### config.mk
export PLATFORM = sky130hd
export DESIGN_NAME = cave_automaton_generation_step_top
export DESIGN_NICKNAME = d
export VERILOG_FILES = /design/src/cave_gen_pkg.sv /design/src/cave_gen_ram.sv /design/src/cave_gen_seq.sv /design/src/cave_gen_cell.sv /design/src/cave_gen_obuf.sv /design/src/cave_automaton_generation_step_top.sv
export SDC_FILE = /design/constraint.sdc
export NUM_CORES = 1
export LEC_CHECK = 0
export ABC_AREA = 1
export BUFFER_PORTS_ARGS = -buffer_cell sky130_fd_sc_hd__buf_4
export CAP_MARGIN = 20
export CORE_UTILIZATION = 58
export CTS_BUF_LIST = sky130_fd_sc_hd__clkbuf_4
export CTS_CLUSTER_SIZE = 14
export DETAILED_ROUTE_END_ITERATION = 8
export PLACE_DENSITY = 0.75
export SETUP_SLACK_MARGIN = 0.15
export SLEW_MARGIN = 20
export SYNTH_ARGS = -nofsm -noshare
export SYNTH_HDL_FRONTEND = slang
export SYNTH_SLANG_ARGS = --single-unit
### constraint.sdc
create_clock -name clk -period 6.9 [get_ports clk]
set_clock_uncertainty 0.15 [all_clocks]
set_input_delay 1.38 -clock clk [delete_from_list [all_inputs] [get_ports clk]]
set_output_delay 1.38 -clock clk [all_outputs]
set_load 0.02 [all_outputs]
### src/cave_gen_pkg.sv
`default_nettype none

package cave_gen_pkg;

  localparam int CFG_DATA_W  = 8;
  localparam int CFG_INDEX_W = 3;
  localparam int THRESH_W    = 4;
  localparam int COUNT_W     = 4;

  localparam int RESET_BIRTH_MIN  = 6;
  localparam int RESET_DEATH_MAX  = 3;
  localparam int RESET_ROW_LENGTH = 100;
  localparam int RESET_ROW_COUNT  = 100;
  localparam int MIN_GEOMETRY     = 2;

  // Output queue: holds results while the consumer stalls
  localparam int OBUF_DEPTH = 3;
  localparam int OBUF_PTR_W = 2;
  localparam int OBUF_CNT_W = 2;

  typedef enum logic [CFG_INDEX_W-1:0] {
    REG_BIRTH_MIN  = 3'd0,
    REG_DEATH_MAX  = 3'd1,
    REG_ROW_LENGTH = 3'd2,
    REG_ROW_COUNT  = 3'd3
  } cfg_reg_t;

  // Item in the read-modify-write stage
  typedef struct packed {
    logic valid;
    logic alive;
    logic emit;
    logic last;
    logic at_left;
    logic at_right;
    logic at_top;
    logic at_bottom;
  } s1_flags_t;

  typedef struct packed {
    logic new_alive;
    logic last_cell;
  } result_t;

endpackage

`default_nettype wire

### src/cave_gen_ram.sv
`default_nettype none

module cave_gen_ram #(
  parameter int WIDTH = 2,
  parameter int DEPTH = 128
) (
  input  logic                     clk,
  input  logic                     we,
  input  logic [$clog2(DEPTH)-1:0] waddr,
  input  logic [WIDTH-1:0]         wdata,
  input  logic [$clog2(DEPTH)-1:0] raddr,
  output logic [WIDTH-1:0]         rdata
);

  logic [WIDTH-1:0] mem [DEPTH];

  always_ff @(posedge clk) begin
    if (we) begin
      mem[waddr] <= wdata;
    end
    rdata <= mem[raddr];
  end

endmodule

`default_nettype wire

### src/cave_gen_seq.sv
`default_nettype none

module cave_gen_seq
  import cave_gen_pkg::*;
#(
  parameter int MAX_ROW_LENGTH = 128,
  parameter int MAX_ROW_COUNT  = 128
) (
  input  logic                              clk,
  input  logic                              rst,
  input  logic                              restart,
  input  logic                              take,
  input  logic                              cell_alive,
  input  logic                              flush,
  input  logic [$clog2(MAX_ROW_LENGTH)-1:0] len_m1,
  input  logic [$clog2(MAX_ROW_COUNT)-1:0]  rows_m1,
  output logic [$clog2(MAX_ROW_LENGTH)-1:0] rd_col,
  output logic [$clog2(MAX_ROW_LENGTH)-1:0] s1_col,
  output s1_flags_t                         s1
);

  localparam int CW  = $clog2(MAX_ROW_LENGTH);
  localparam int RCW = $clog2(MAX_ROW_COUNT);
  // input row runs past the grid by the tail of one row plus one cell
  localparam int RW  = $clog2(MAX_ROW_COUNT + 2);

  logic [CW-1:0]  in_col, in_col_next;
  logic [RW-1:0]  in_row, in_row_next;
  logic [CW-1:0]  out_col, out_col_next;
  logic [RCW-1:0] out_row, out_row_next;
  logic           grid_done, step, emit, last_out, in_wrap, out_wrap;
  s1_flags_t      s1_next;

  assign rd_col = in_col;

  always_comb begin
    grid_done = in_row > RW'(rows_m1);
    // flush before the grid is complete is dropped
    step      = take && !(flush && !grid_done);
    emit      = (in_row > RW'(1)) || ((in_row == RW'(1)) && (in_col != '0));
    in_wrap   = in_col == len_m1;
    out_wrap  = out_col == len_m1;
    last_out  = emit && (out_row == rows_m1) && out_wrap;

    in_col_next  = in_col;
    in_row_next  = in_row;
    out_col_next = out_col;
    out_row_next = out_row;
    if (step) begin
      if (last_out) begin
        in_col_next  = '0;
        in_row_next  = '0;
        out_col_next = '0;
        out_row_next = '0;
      end else begin
        in_col_next = in_wrap ? '0 : in_col + CW'(1);
        if (in_wrap) begin
          in_row_next = in_row + RW'(1);
        end
        if (emit) begin
          out_col_next = out_wrap ? '0 : out_col + CW'(1);
          if (out_wrap) begin
            out_row_next = out_row + RCW'(1);
          end
        end
      end
    end

    s1_next.valid     = step;
    s1_next.alive     = cell_alive && !grid_done;
    s1_next.emit      = emit;
    s1_next.last      = last_out;
    s1_next.at_left   = out_col == '0;
    s1_next.at_right  = out_wrap;
    s1_next.at_top    = out_row == '0;
    s1_next.at_bottom = out_row == rows_m1;
  end

  always_ff @(posedge clk) begin
    if (rst || restart) begin
      in_col  <= '0;
      in_row  <= '0;
      out_col <= '0;
      out_row <= '0;
    end else begin
      in_col  <= in_col_next;
      in_row  <= in_row_next;
      out_col <= out_col_next;
      out_row <= out_row_next;
    end
  end

  always_ff @(posedge clk) begin
    if (rst) begin
      s1 <= '0;
    end else begin
      s1 <= s1_next;
    end
    s1_col <= in_col;
  end

endmodule

`default_nettype wire

### src/cave_gen_cell.sv
`default_nettype none

module cave_gen_cell
  import cave_gen_pkg::*;
#(
  parameter int MAX_ROW_LENGTH = 128
) (
  input  logic                              clk,
  input  logic                              rst,
  input  logic                              restart,
  input  s1_flags_t                         s1,
  input  logic [$clog2(MAX_ROW_LENGTH)-1:0] s1_col,
  input  logic [1:0]                        rd_data,
  input  logic [THRESH_W-1:0]               birth_min,
  input  logic [THRESH_W-1:0]               death_max,
  output logic                              wr_en,
  output logic [$clog2(MAX_ROW_LENGTH)-1:0] wr_addr,
  output logic [1:0]                        wr_data,
  output logic                              push,
  output result_t                           res
);

  localparam int CW = $clog2(MAX_ROW_LENGTH);

  // line entry: [1] row above, [0] two rows above
  logic [1:0]         line;
  logic [2:0]         column;
  logic [8:0]         window, win_new;
  logic [COUNT_W-1:0] count;
  logic               nb_on, center, next_alive;
  logic               fwd_valid;
  logic [CW-1:0]      fwd_col;
  logic [1:0]         fwd_data;

  always_comb begin
    // previous beat's write lands too late for a read of the same entry
    line    = (fwd_valid && (fwd_col == s1_col)) ? fwd_data : rd_data;
    column  = {s1.alive, line[1], line[0]};
    win_new = {window[5:0], column};

    count = '0;
    for (int k = 0; k < 3; k++) begin
      for (int j = 0; j < 3; j++) begin
        nb_on = !((k == 1) && (j == 1))
             && !((k == 0) && s1.at_left)
             && !((k == 2) && s1.at_right)
             && !((j == 0) && s1.at_top)
             && !((j == 2) && s1.at_bottom);
        if (nb_on) begin
          count = count + COUNT_W'(win_new[(2 - k) * 3 + j]);
        end
      end
    end

    center = win_new[4];
    if (!center && (count >= birth_min)) begin
      next_alive = 1'b1;
    end else if (center && (count <= death_max)) begin
      next_alive = 1'b0;
    end else begin
      next_alive = center;
    end
  end

  assign wr_en         = s1.valid;
  assign wr_addr       = s1_col;
  assign wr_data       = {s1.alive, line[1]};
  assign push          = s1.valid && s1.emit;
  assign res.new_alive = next_alive;
  assign res.last_cell = s1.last;

  always_ff @(posedge clk) begin
    if (rst || restart) begin
      window <= '0;
    end else if (s1.valid) begin
      window <= s1.last ? '0 : win_new;
    end
  end

  always_ff @(posedge clk) begin
    if (rst) begin
      fwd_valid <= 1'b0;
    end else begin
      fwd_valid <= s1.valid;
    end
    fwd_col  <= s1_col;
    fwd_data <= wr_data;
  end

endmodule

`default_nettype wire

### src/cave_gen_obuf.sv
`default_nettype none

module cave_gen_obuf
  import cave_gen_pkg::*;
(
  input  logic    clk,
  input  logic    rst,
  input  logic    push,
  input  result_t wdata,
  input  logic    inflight,
  output logic    room,
  output logic    out_valid,
  input  logic    out_ready,
  output result_t rdata
);

  result_t               slot [OBUF_DEPTH];
  logic [OBUF_PTR_W-1:0] wr_ptr, rd_ptr;
  logic [OBUF_CNT_W-1:0] count;
  logic                  pop;

  assign out_valid = count != '0;
  assign pop       = out_valid && out_ready;
  assign rdata     = slot[rd_ptr];
  // one beat may still be in the pipe ahead of the queue
  assign room = ((OBUF_CNT_W + 1)'(count) + (OBUF_CNT_W + 1)'(inflight))
              < (OBUF_CNT_W + 1)'(OBUF_DEPTH);

  always_ff @(posedge clk) begin
    if (rst) begin
      wr_ptr <= '0;
      rd_ptr <= '0;
      count  <= '0;
    end else begin
      if (push) begin
        wr_ptr <= (wr_ptr == OBUF_PTR_W'(OBUF_DEPTH - 1)) ? '0 : wr_ptr + OBUF_PTR_W'(1);
      end
      if (pop) begin
        rd_ptr <= (rd_ptr == OBUF_PTR_W'(OBUF_DEPTH - 1)) ? '0 : rd_ptr + OBUF_PTR_W'(1);
      end
      if (push && !pop) begin
        count <= count + OBUF_CNT_W'(1);
      end else if (pop && !push) begin
        count <= count - OBUF_CNT_W'(1);
      end
    end
  end

  always_ff @(posedge clk) begin
    if (push) begin
      slot[wr_ptr] <= wdata;
    end
  end

endmodule

`default_nettype wire

### src/cave_automaton_generation_step_top.sv
// Throughput: one cell per cycle; input stalls when queue fill plus the in-stage beat reaches 3.
// Result path: a cell's result is formed once the beat one row plus one cell later is accepted
//   (line memory read, then window update and rule into the output queue).
// Line memory: one entry per column, two rows deep, read and written back every beat.
// Reset (rst, synchronous): clears positions, window, queue and sets default registers;
//   the line memory is not cleared, its stale entries only reach masked neighbors.
`default_nettype none

module cave_automaton_generation_step_top
  import cave_gen_pkg::*;
#(
  parameter int MAX_ROW_LENGTH = 128,
  parameter int MAX_ROW_COUNT  = 128
) (
  input  logic                   clk,
  input  logic                   rst,
  input  logic                   cfg_write,
  input  logic [CFG_INDEX_W-1:0] cfg_index,
  input  logic [CFG_DATA_W-1:0]  cfg_data,
  input  logic                   in_valid,
  output logic                   in_ready,
  input  logic                   cell_alive,
  input  logic                   flush,
  output logic                   out_valid,
  input  logic                   out_ready,
  output logic                   new_alive,
  output logic                   last_cell
);

  localparam int CW  = $clog2(MAX_ROW_LENGTH);
  localparam int RCW = $clog2(MAX_ROW_COUNT);
  localparam int LXW = (CW + 1 > CFG_DATA_W) ? CW + 1 : CFG_DATA_W;
  localparam int RXW = (RCW + 1 > CFG_DATA_W) ? RCW + 1 : CFG_DATA_W;
  localparam int RST_LEN_M1 =
    ((RESET_ROW_LENGTH > MAX_ROW_LENGTH) ? MAX_ROW_LENGTH : RESET_ROW_LENGTH) - 1;
  localparam int RST_ROWS_M1 =
    ((RESET_ROW_COUNT > MAX_ROW_COUNT) ? MAX_ROW_COUNT : RESET_ROW_COUNT) - 1;

  logic [THRESH_W-1:0] birth_min, death_max;
  logic [CW-1:0]       len_m1;
  logic [RCW-1:0]      rows_m1;
  logic [LXW-1:0]      len_req, len_clamp;
  logic [RXW-1:0]      rows_req, rows_clamp;
  logic                restart, take;

  logic [CW-1:0]       rd_col, s1_col, wr_addr;
  logic [1:0]          rd_data, wr_data;
  logic                wr_en, push, room;
  s1_flags_t           s1;
  result_t             res, out_res;

  always_comb begin
    len_req  = LXW'(cfg_data);
    rows_req = RXW'(cfg_data);
    if (len_req < LXW'(MIN_GEOMETRY)) begin
      len_clamp = LXW'(MIN_GEOMETRY);
    end else if (len_req > LXW'(MAX_ROW_LENGTH)) begin
      len_clamp = LXW'(MAX_ROW_LENGTH);
    end else begin
      len_clamp = len_req;
    end
    if (rows_req < RXW'(MIN_GEOMETRY)) begin
      rows_clamp = RXW'(MIN_GEOMETRY);
    end else if (rows_req > RXW'(MAX_ROW_COUNT)) begin
      rows_clamp = RXW'(MAX_ROW_COUNT);
    end else begin
      rows_clamp = rows_req;
    end
  end

  assign restart = cfg_write && ((cfg_reg_t'(cfg_index) == REG_ROW_LENGTH) ||
                                 (cfg_reg_t'(cfg_index) == REG_ROW_COUNT));

  always_ff @(posedge clk) begin
    if (rst) begin
      birth_min <= THRESH_W'(RESET_BIRTH_MIN);
      death_max <= THRESH_W'(RESET_DEATH_MAX);
      len_m1    <= CW'(RST_LEN_M1);
      rows_m1   <= RCW'(RST_ROWS_M1);
    end else if (cfg_write) begin
      unique case (cfg_reg_t'(cfg_index))
        REG_BIRTH_MIN:  birth_min <= cfg_data[THRESH_W-1:0];
        REG_DEATH_MAX:  death_max <= cfg_data[THRESH_W-1:0];
        REG_ROW_LENGTH: len_m1    <= CW'(len_clamp - LXW'(1));
        REG_ROW_COUNT:  rows_m1   <= RCW'(rows_clamp - RXW'(1));
        default: ;
      endcase
    end
  end

  assign in_ready = room;
  assign take     = in_valid && in_ready;

  cave_gen_seq #(
    .MAX_ROW_LENGTH(MAX_ROW_LENGTH),
    .MAX_ROW_COUNT (MAX_ROW_COUNT)
  ) u_seq (
    .clk       (clk),
    .rst       (rst),
    .restart   (restart),
    .take      (take),
    .cell_alive(cell_alive),
    .flush     (flush),
    .len_m1    (len_m1),
    .rows_m1   (rows_m1),
    .rd_col    (rd_col),
    .s1_col    (s1_col),
    .s1        (s1)
  );

  cave_gen_ram #(
    .WIDTH(2),
    .DEPTH(MAX_ROW_LENGTH)
  ) u_line (
    .clk  (clk),
    .we   (wr_en),
    .waddr(wr_addr),
    .wdata(wr_data),
    .raddr(rd_col),
    .rdata(rd_data)
  );

  cave_gen_cell #(
    .MAX_ROW_LENGTH(MAX_ROW_LENGTH)
  ) u_cell (
    .clk      (clk),
    .rst      (rst),
    .restart  (restart),
    .s1       (s1),
    .s1_col   (s1_col),
    .rd_data  (rd_data),
    .birth_min(birth_min),
    .death_max(death_max),
    .wr_en    (wr_en),
    .wr_addr  (wr_addr),
    .wr_data  (wr_data),
    .push     (push),
    .res      (res)
  );

  cave_gen_obuf u_obuf (
    .clk      (clk),
    .rst      (rst),
    .push     (push),
    .wdata    (res),
    .inflight (s1.valid),
    .room     (room),
    .out_valid(out_valid),
    .out_ready(out_ready),
    .rdata    (out_res)
  );

  assign new_alive = out_res.new_alive;
  assign last_cell = out_res.last_cell;

endmodule

`default_nettype wire

==> metrics.txt, run 1 <==
status=complete, no violations; CTS max path bufs=3; TritonCTS Buffers=90; largest net degree at the start of global routing=94; Via Count=12500; non-filler instance count after layout=2224; CTS Sinks=354; register area share after synthesis=59.4%; crit path time final=6.02 ns; share of layout cells above drive strength 1=11.3%; cells after synthesis=1729; area of the core=around 28000 um2; #FFs+latches synth=354; post-CTS setup buffer count=0; Starting DRT DRC Count=1027; Hold Path Cell Cnt=0; final slew viol count=0; Root Buffer=clkbuf_4; worst slew pin tran=1.07 ns; port bufs=21; Fin. Hold Viols=0; die area=between 20000 and 30000 um2; DP Area=16700 um2; Rel. slew slack=roughly 28%; Site Rows=61; TNS Setup=0 ns; Slowest-stage cell, CP=dfxtp_1; Critical Path RT=7.25 ns; H-tree Lvls=3; Startpoint Class=flip-flop; syn_nets=1788; Routed Antenna Nets=0; reg2reg path depth=34; total track usage=26.7%; min-delay worst type=flip-flop to flip-flop; total I/O pin count=22; first-pass GRT wire length=roughly 60000 um; Clk pin slew, worst setup/hold paths=0.07 ns; initial core utilization=58.9%; most frequent cells in the layout=nor2_1, nand2_1, edfxtp_1; initial antenna violation count=1; cell mode on critical path=ha_1; most common cell after layout, fill and taps aside=nor2_1; Power Dens Cells=245 nW/um2; max-cap violations=0; Design Area, Final=approximately 18000 um2; Yosys cell types=42; Worst VDD drop=just under 0.2 mV; DP Wirelength=22700 um; Clk Latency, worst-skew pair=0.72 ns; Resize count post-CTS=0; Mapped Area=16400 um2; largest stage delay on the critical path=0.44 ns; vias in the first global route=12100; RSZ-0062 raised after global routing=false; Crit Path Max Fanout=7; DR DRC count=0; hold buffers post-CTS=0; number of vias per cell=5.60; Post-Route WL=37700 um; Setup CP Type=flip-flop to flip-flop; total global routing overflow=0; average size of a mapped cell=9.46 um2; Die X=170 um; crit end category=flip-flop; WL/cell=between 15 and 20 um; Setup WS post-layout=approximately 0.88 ns; pre-CTS setup slack=0.856 ns; chip height=170 um; Finish-stage setup viols=0; GPL Wtd Cong=0.872; Layout area overhead=9.59%; Synth warnings=0; Fmax=166 MHz; fin nets=~1800; Placed Cells incl. Taps=2057; Leak=approximately 6.6 nW; CTS tree=built; DRT Pass-1 Iters=5; Arr. time, crit path=roughly 6.4 ns; final period utilization=87.3%
## where the power goes
| group | total, W | internal, W | switching, W |
|---|---|---|---|
| registers | 0.00234 | 0.00231 | 0.0000221 |
| logic | 0.000261 | 0.0000803 | 0.000181 |
| clock network | 0.00180 | 0.000952 | 0.000848 |
## area by class of cell
class	count	area, um2
Fill cell	2287	9860
Sequential cell	354	9720
Multi-Input combinational cell	1161	5780
Clock buffer	137	1030
Inverter	135	509
Tap cell	378	473
Timing Repair Buffer	30	245
Clock inverter	28	164
Antenna cell	1	2.50
## through the flow
step                hold WS [ns]  util [%]  power [W]
floorplan                  0.176         -    0.00256
global placement           0.236      60.1    0.00263
detailed placement         0.236      60.1    0.00264
CTS                        0.233      64.4    0.00443
global route               0.239      64.5    0.00457
finish                     0.242      64.5    0.00440
## logic make-up (layout without fill, tap and decap cells)
| family | count (synthesis) | after routing | share of synthesized area (%) |
|---|---|---|---|
| AO/OA/AOI/OAI | 299 | 299 | 9.92 |
| XOR/XNOR | 48 | 48 | 2.57 |
| adder cells (fa/ha/maj) | 41 | 41 | 3.14 |
| buffers and inverters | 214 | 330 | 5.32 |
| flip-flops | 354 | 354 | 59.4 |
| multiplexers | 1 | 1 | 0.0612 |
| other | 0 | 1 | 0 |
| AND/OR/NAND/NOR | 772 | 772 | 19.6 |
## critical path: cells and delay by family (launching register included)
kind	cells	cell delay, ns
AOI/OAI and AO/OA	7	1.00
adders and majority gates	9	2.53
buffers and inverters	6	0.43
DFF	1	0.44
and+or+nand+nor	12	1.27
## flip-flops by register name, summed over array words and instances (netlist names), named ones only
signal and count:
u_obuf.slot 6, u_seq.out_col 7, u_cell.fwd_valid 1, u_obuf.wr_ptr 2, u_line.mem 256, u_cell.fwd_data 2
death_max 4, u_obuf.rd_ptr 2, u_seq.out_row 7, u_seq.s1_col 7, u_obuf.count 2, u_seq.s1 8
rows_m1 7, u_cell.window 6, u_seq.in_row 8, u_cell.fwd_col 7, len_m1 7, u_line.rdata 2
u_seq.rd_col 7, birth_min 4
## cells in the mapped netlist
cell | n | area (um2)
and2_1 | 1 | 6.26
a211oi_1 | 1 | 7.51
nand3_1 | 72 | 360
o22ai_1 | 22 | 138
buf_6 | 3 | 33.8
o211ai_1 | 31 | 233
edfxtp_1 | 262 | 7870
a21boi_0 | 1 | 7.51
nand3b_1 | 4 | 30.0
o21a_1 | 3 | 22.5
nor2_4 | 1 | 11.3
nand4_4 | 1 | 21.3
clkbuf_2 | 2 | 10.0
or2_2 | 9 | 56.3
a22oi_1 | 1 | 7.51
nor2_1 | 361 | 1360
xnor2_1 | 27 | 236
inv_2 | 2 | 7.51
nand2_4 | 1 | 11.3
clkbuf_1 | 44 | 165
ha_1 | 41 | 513
mux2i_1 | 1 | 10.0
buf_2 | 26 | 130
nand2_1 | 262 | 983
nand4_1 | 25 | 156
buf_4 | 2 | 15.0
nor2_2 | 4 | 25.0
o21ai_0 | 152 | 761
nand2_2 | 5 | 31.3
nor3b_1 | 1 | 7.51
nor3_1 | 19 | 95.1
o21ai_1 | 3 | 15.0
buf_1 | 2 | 7.51
a31oi_1 | 4 | 25.0
clkinv_2 | 1 | 5.00
inv_1 | 132 | 495
xor2_1 | 21 | 184
dfxtp_1 | 92 | 1840
nor4_1 | 4 | 25.0
a21oi_1 | 81 | 405
nand3_4 | 1 | 17.5
nor3_4 | 1 | 16.3
## metal layers
layer	share of wire (%)	up-vias	GRT usage, %
met2	49	458	46.4
met4	3.0	0	11.0
met1	41	5859	32.6
li1	-	6027	-
met5	0	-	0
met3	7.2	107	5.16
## path summary, 6_finish.rpt
kind / startpoint / to / slack [ns]
setup / recovery: u_seq.s1[1] / u_obuf.slot[1][1] / 0.88
hold / removal: u_seq.s1_col[5] / u_cell.fwd_col[5] / 0.24
setup reg to reg: u_seq.s1[1] / u_obuf.slot[1][1] / 0.88
hold reg to reg: u_seq.s1_col[5] / u_cell.fwd_col[5] / 0.24
Note: power is estimated with default switching activity, not from simulation.
==> run 2: changes to the inputs <==
--- a/config.mk
+++ b/config.mk
@@ -12,6 +12,7 @@
 export CTS_BUF_LIST = sky130_fd_sc_hd__clkbuf_4
 export CTS_CLUSTER_SIZE = 14
 export DETAILED_ROUTE_END_ITERATION = 8
+export MAX_ROUTING_LAYER = met4
 export PLACE_DENSITY = 0.75
 export SETUP_SLACK_MARGIN = 0.15
 export SLEW_MARGIN = 20
==> metrics.txt, run 2 (synthesized netlist as in run 1, its figures left out) <==
initial core utilization=58.9%; crit path time final=6.02 ns; Clk Latency, worst-skew pair=0.73 ns; CTS max path bufs=3; Site Rows=61; max reg flops=about 260; H-tree Lvls=3; GPL Wtd Cong=0.886; share of layout cells above drive strength 1=11.3%; crit end category=flip-flop; total global routing overflow=0; Leak=6.56 nW; initial antenna violation count=1; DRT Pass-1 Iters=6; Setup CP Type=flip-flop to flip-flop; WL/cell=16.9 um; TritonCTS Buffers=90; Startpoint Class=flip-flop; TNS Setup=0 ns; Via Count=12500; Layout area overhead=9.59%; r2r setup slk=0.88 ns; total I/O pin count=22; Post-Route WL=37600 um; Power Dens Cells=245 nW/um2; max-cap violations=0; most flop-heavy register=u_line.mem; worst r2r src=u_seq.s1[1]; worst slew pin tran=1.06 ns; most frequent cells in the layout=nor2_1, nand2_1, edfxtp_1; Arr. time, crit path=6.36 ns; die area=28900 um2; final slew viol count=0; cell mode on critical path=ha_1; Root Buffer=clkbuf_4; final period utilization=87.3%; Die X=roughly 170 um; chip height=170 um; Rel. slew slack=between 20% and 30%; worst hold endpoint=u_cell.fwd_col[5]; Clk pin slew, worst setup/hold paths=0.07 ns; CTS Sinks=about 350; min-delay worst type=flip-flop to flip-flop; most common cell after layout, fill and taps aside=nor2_1; DR DRC count=0; Resize count post-CTS=0; Worst VDD drop=roughly 0.19 mV; Critical Path RT=7.24 ns; Fin. Hold Viols=0; first-pass GRT wire length=59900 um; largest stage delay on the critical path=0.44 ns; number of vias per cell=5.62; FF-to-FF End=u_obuf.slot[1][1]; Finish-stage setup viols=0; Slowest-stage cell, CP=dfxtp_1; post-CTS setup buffer count=0; CTS tree=built; vias in the first global route=12100; min-delay src=u_seq.s1_col[5]; Starting DRT DRC Count=between 1000 and 1500; area of the core=approximately 28000 um2; largest net degree at the start of global routing=94; top flop regs=u_line.mem (256), u_seq.in_row (8), u_seq.s1 (8); Hold Path Cell Cnt=0; hold buffers post-CTS=0; Routed Antenna Nets=0; worst hold slack=0.250 ns; total track usage=27.5%; reg2reg path depth=34; DP Wirelength=~23000 um; port bufs=21; status=complete, no violations; RSZ-0062 raised after global routing=false; fin nets=1831; Crit Path Max Fanout=7; Fmax=about 170 MHz
## run 2: cell type report
| class | count | area (um2) |
|---|---|---|
| antenna | 1 | 2.50 |
| clock buffer | 137 | 1030 |
| clock inverter | 28 | 164 |
| fill | 2287 | 9860 |
| inverter | 135 | 509 |
| multi-input combinational | 1161 | 5780 |
| sequential | 354 | 9720 |
| tap | 378 | 473 |
| timing repair buffer | 30 | 245 |
## run 2: critical path, delay by kind of cell (launching register included)
family,cells,cell delay [ns]
simple gates,12,1.26
fa+ha+maj,9,2.54
buf+inv,6,0.43
flops,1,0.44
compound gates,7,1.00
## run 2: how the worst max path moves through the flow
| stage | cells past startpoint | endpoint | startpoint |
|---|---|---|---|
| floorplan | 34 | u_obuf.slot[0][1] | u_seq.s1[1] |
| global placement | 34 | u_obuf.slot[0][1] | u_seq.s1[1] |
| detailed placement | 34 | u_obuf.slot[2][1] | u_seq.s1[1] |
| CTS | 34 | u_obuf.slot[1][1] | u_seq.s1[1] |
| global route | 34 | u_obuf.slot[2][1] | u_seq.s1[1] |
| finish | 34 | u_obuf.slot[1][1] | u_seq.s1[1] |
## run 2: routing by layer
layer	vias up	part of all wire (%)	global-route usage, %
met5	-	0	-
met4	0	3.1	11.0
met3	115	7.7	5.12
met2	475	49	46.4
met1	5877	40	32.6
li1	6022	-	-
## run 2: stage by stage
stage               utilization (%)  power [W]  cell area [um2]  setup WS [ns]  instances
detailed placement             60.1    0.00264            16700          0.856       2057
finish                         64.5    0.00439            17900          0.879       2224
floorplan                         -    0.00256            16400           1.42       1729
global route                   64.5    0.00457            17900          0.214       2224
global placement               60.1    0.00263            16700           1.17       2057
CTS                            64.4    0.00443            17900          0.844       2222
## run 2: power breakdown
part,internal [W],switching [W],leakage [nW]
combinational,0.0000803,0.000181,2.78
clock,0.000952,0.000846,0.709
sequential,0.00231,0.0000222,3.07
total,0.00335,0.00105,6.56
==> run 3: changes to the inputs <==
--- a/config.mk
+++ b/config.mk
@@ -8,13 +8,16 @@
 export ABC_AREA = 1
 export BUFFER_PORTS_ARGS = -buffer_cell sky130_fd_sc_hd__buf_4
 export CAP_MARGIN = 20
-export CORE_UTILIZATION = 58
+export CELL_PAD_IN_SITES_DETAIL_PLACEMENT = 1
+export CELL_PAD_IN_SITES_GLOBAL_PLACEMENT = 2
+export CORE_UTILIZATION = 42
 export CTS_BUF_LIST = sky130_fd_sc_hd__clkbuf_4
 export CTS_CLUSTER_SIZE = 14
 export DETAILED_ROUTE_END_ITERATION = 8
 export MAX_ROUTING_LAYER = met4
-export PLACE_DENSITY = 0.75
+export PLACE_DENSITY = 0.82
 export SETUP_SLACK_MARGIN = 0.15
+export SKIP_CTS_REPAIR_TIMING = 1
 export SLEW_MARGIN = 20
 export SYNTH_ARGS = -nofsm -noshare
 export SYNTH_HDL_FRONTEND = slang
==> metrics.txt, run 3 (synthesized netlist as in run 1, its figures left out) <==
Clk Latency, worst-skew pair=approximately 0.77 ns; Die X=199 um; final slew viol count=0; H-tree Lvls=3; Power Dens Cells=about 250 nW/um2; Clk pin slew, worst setup/hold paths=around 0.070 ns; most flop-heavy register=u_line.mem; Root Buffer=clkbuf_4; WL/cell=19.0 um; total I/O pin count=22; Hold Path Cell Cnt=0; Final Util=47.8%; Fillers=4455; TNS Setup=0 ns; CTS tree=built; Design Area, Final=18200 um2; largest net degree at the start of global routing=86; worst r2r src=u_seq.s1[1]; max-cap violations=0; Slowest-stage cell, CP=dfxtp_1; Post-Route WL=45100 um; Starting DRT DRC Count=692; top flop regs=u_line.mem (256), u_seq.in_row (8), u_seq.s1 (8); Finish-stage setup viols=0; worst hold endpoint=u_cell.fwd_col[1]; Leak=6.63 nW; status=complete, no violations; CTS max path bufs=3; number of vias per cell=around 5.3; Setup CP Type=flip-flop to flip-flop; port bufs=21; DRT Pass-1 Iters=5; Worst VDD drop=0.115 mV; min-delay src=u_seq.s1_col[1]; DP Area=16900 um2; worst slew pin tran=1.12 ns; Fin. Hold Viols=0; min-delay worst type=flip-flop to flip-flop; reg2reg path depth=34; max reg flops=256; most common cell after layout, fill and taps aside=nor2_1; die area=39700 um2; Arr. time, crit path=6.46 ns; Rel. slew slack=between 20% and 30%; chip height=between 150 and 200 um; total track usage=24.1%; share of layout cells above drive strength 1=12.1%; area of the core=38000 um2; largest stage delay on the critical path=0.48 ns; initial antenna violation count=2; crit path time final=6.13 ns; RSZ-0062 raised after global routing=false; Layout area overhead=11.2%; initial core utilization=43.0%; DP Wirelength=28300 um; FF-to-FF End=u_obuf.slot[1][1]; Via Count=12500; CTS Sinks=about 350; DR DRC count=0; final period utilization=88.9%; fin nets=1839; Crit Path Max Fanout=7; Routed Antenna Nets=0; Site Rows=71; crit end category=flip-flop; TritonCTS Buffers=between 90 and 100; Fmax=163 MHz; vias in the first global route=approximately 13000; cell mode on critical path=ha_1; total global routing overflow=0; Critical Path RT=7.23 ns; CP Launch Point=u_seq.s1[1]; GPL Wtd Cong=0.792; first-pass GRT wire length=70300 um; Total Power=approximately 0.0046 W; Startpoint Class=flip-flop; most frequent cells in the layout=nor2_1, edfxtp_1, nand2_1; r2r setup slk=between 0.7 and 0.8 ns
[run 3: changes by cell type in the layout (fill, tap and decap cells not counted), sizes merged]
| cell | change |
|---|---|
| clkinv | -7 |
| clkbuf | +12 |
| diode | +1 |
| buf | +3 |
| inv | +3 |
| bufinv | +1 |
[run 3: critical path, delay by kind of cell (launching register included)]
| kind | cells | cell delay, ns |
|---|---|---|
| AOI/OAI and AO/OA | 7 | 0.96 |
| buffers and inverters | 6 | 0.42 |
| DFF | 1 | 0.48 |
| and+or+nand+nor | 12 | 1.29 |
| adders and majority gates | 9 | 2.54 |
[run 3: final cells by class]
cell class / instances / area [um2] / area share (%)
multi-input combinational: 1161 / 5780 / 31.8
tap: 511 / 639 / 3.52
antenna: 2 / 5.00 / 0.0275
clock buffer: 149 / 1120 / 6.15
timing repair buffer: 33 / 255 / 1.40
sequential: 354 / 9720 / 53.4
inverter: 135 / 509 / 2.80
clock inverter: 25 / 155 / 0.853
[run 3: report_power, final]
part | internal, W | switching [W] | total [W] | leakage, nW
logic | 0.0000799 | 0.000188 | 0.000268 | 2.79
clock network | 0.00105 | 0.000894 | 0.00195 | 0.769
registers | 0.00231 | 0.0000249 | 0.00234 | 3.07
[run 3: through the flow]
stage / instances / worst slack (ns) / hold WS (ns)
after floorplan: 1729 / 1.42 / 0.176
after global routing: 2370 / 0.308 / 0.254
after detailed placement: 2194 / 0.803 / 0.253
final: 2370 / 0.769 / 0.248
after global placement: 2193 / 1.02 / 0.241
after CTS: 2368 / 0.728 / 0.228
[run 3: worst max path at each step]
stage | endpoint | cells past startpoint
2_1_floorplan | u_obuf.slot[0][1] | 34
3_3_place_gp | u_obuf.slot[0][1] | 34
3_5_place_dp | u_obuf.slot[0][1] | 34
4_1_cts | u_obuf.slot[1][1] | 34
5_1_grt | u_obuf.slot[1][1] | 34
6_report | u_obuf.slot[1][1] | 34
[run 3: metal layers]
metal	up-vias	part of all wire [%]	routed length [um]	global-route usage, %
met5	-	0	0	-
met4	0	1.9	851	7.95
met3	74	3.9	1780	4.19
met2	216	47	21200	38.3
met1	6221	47	21300	31.3
li1	6025	-	-	-
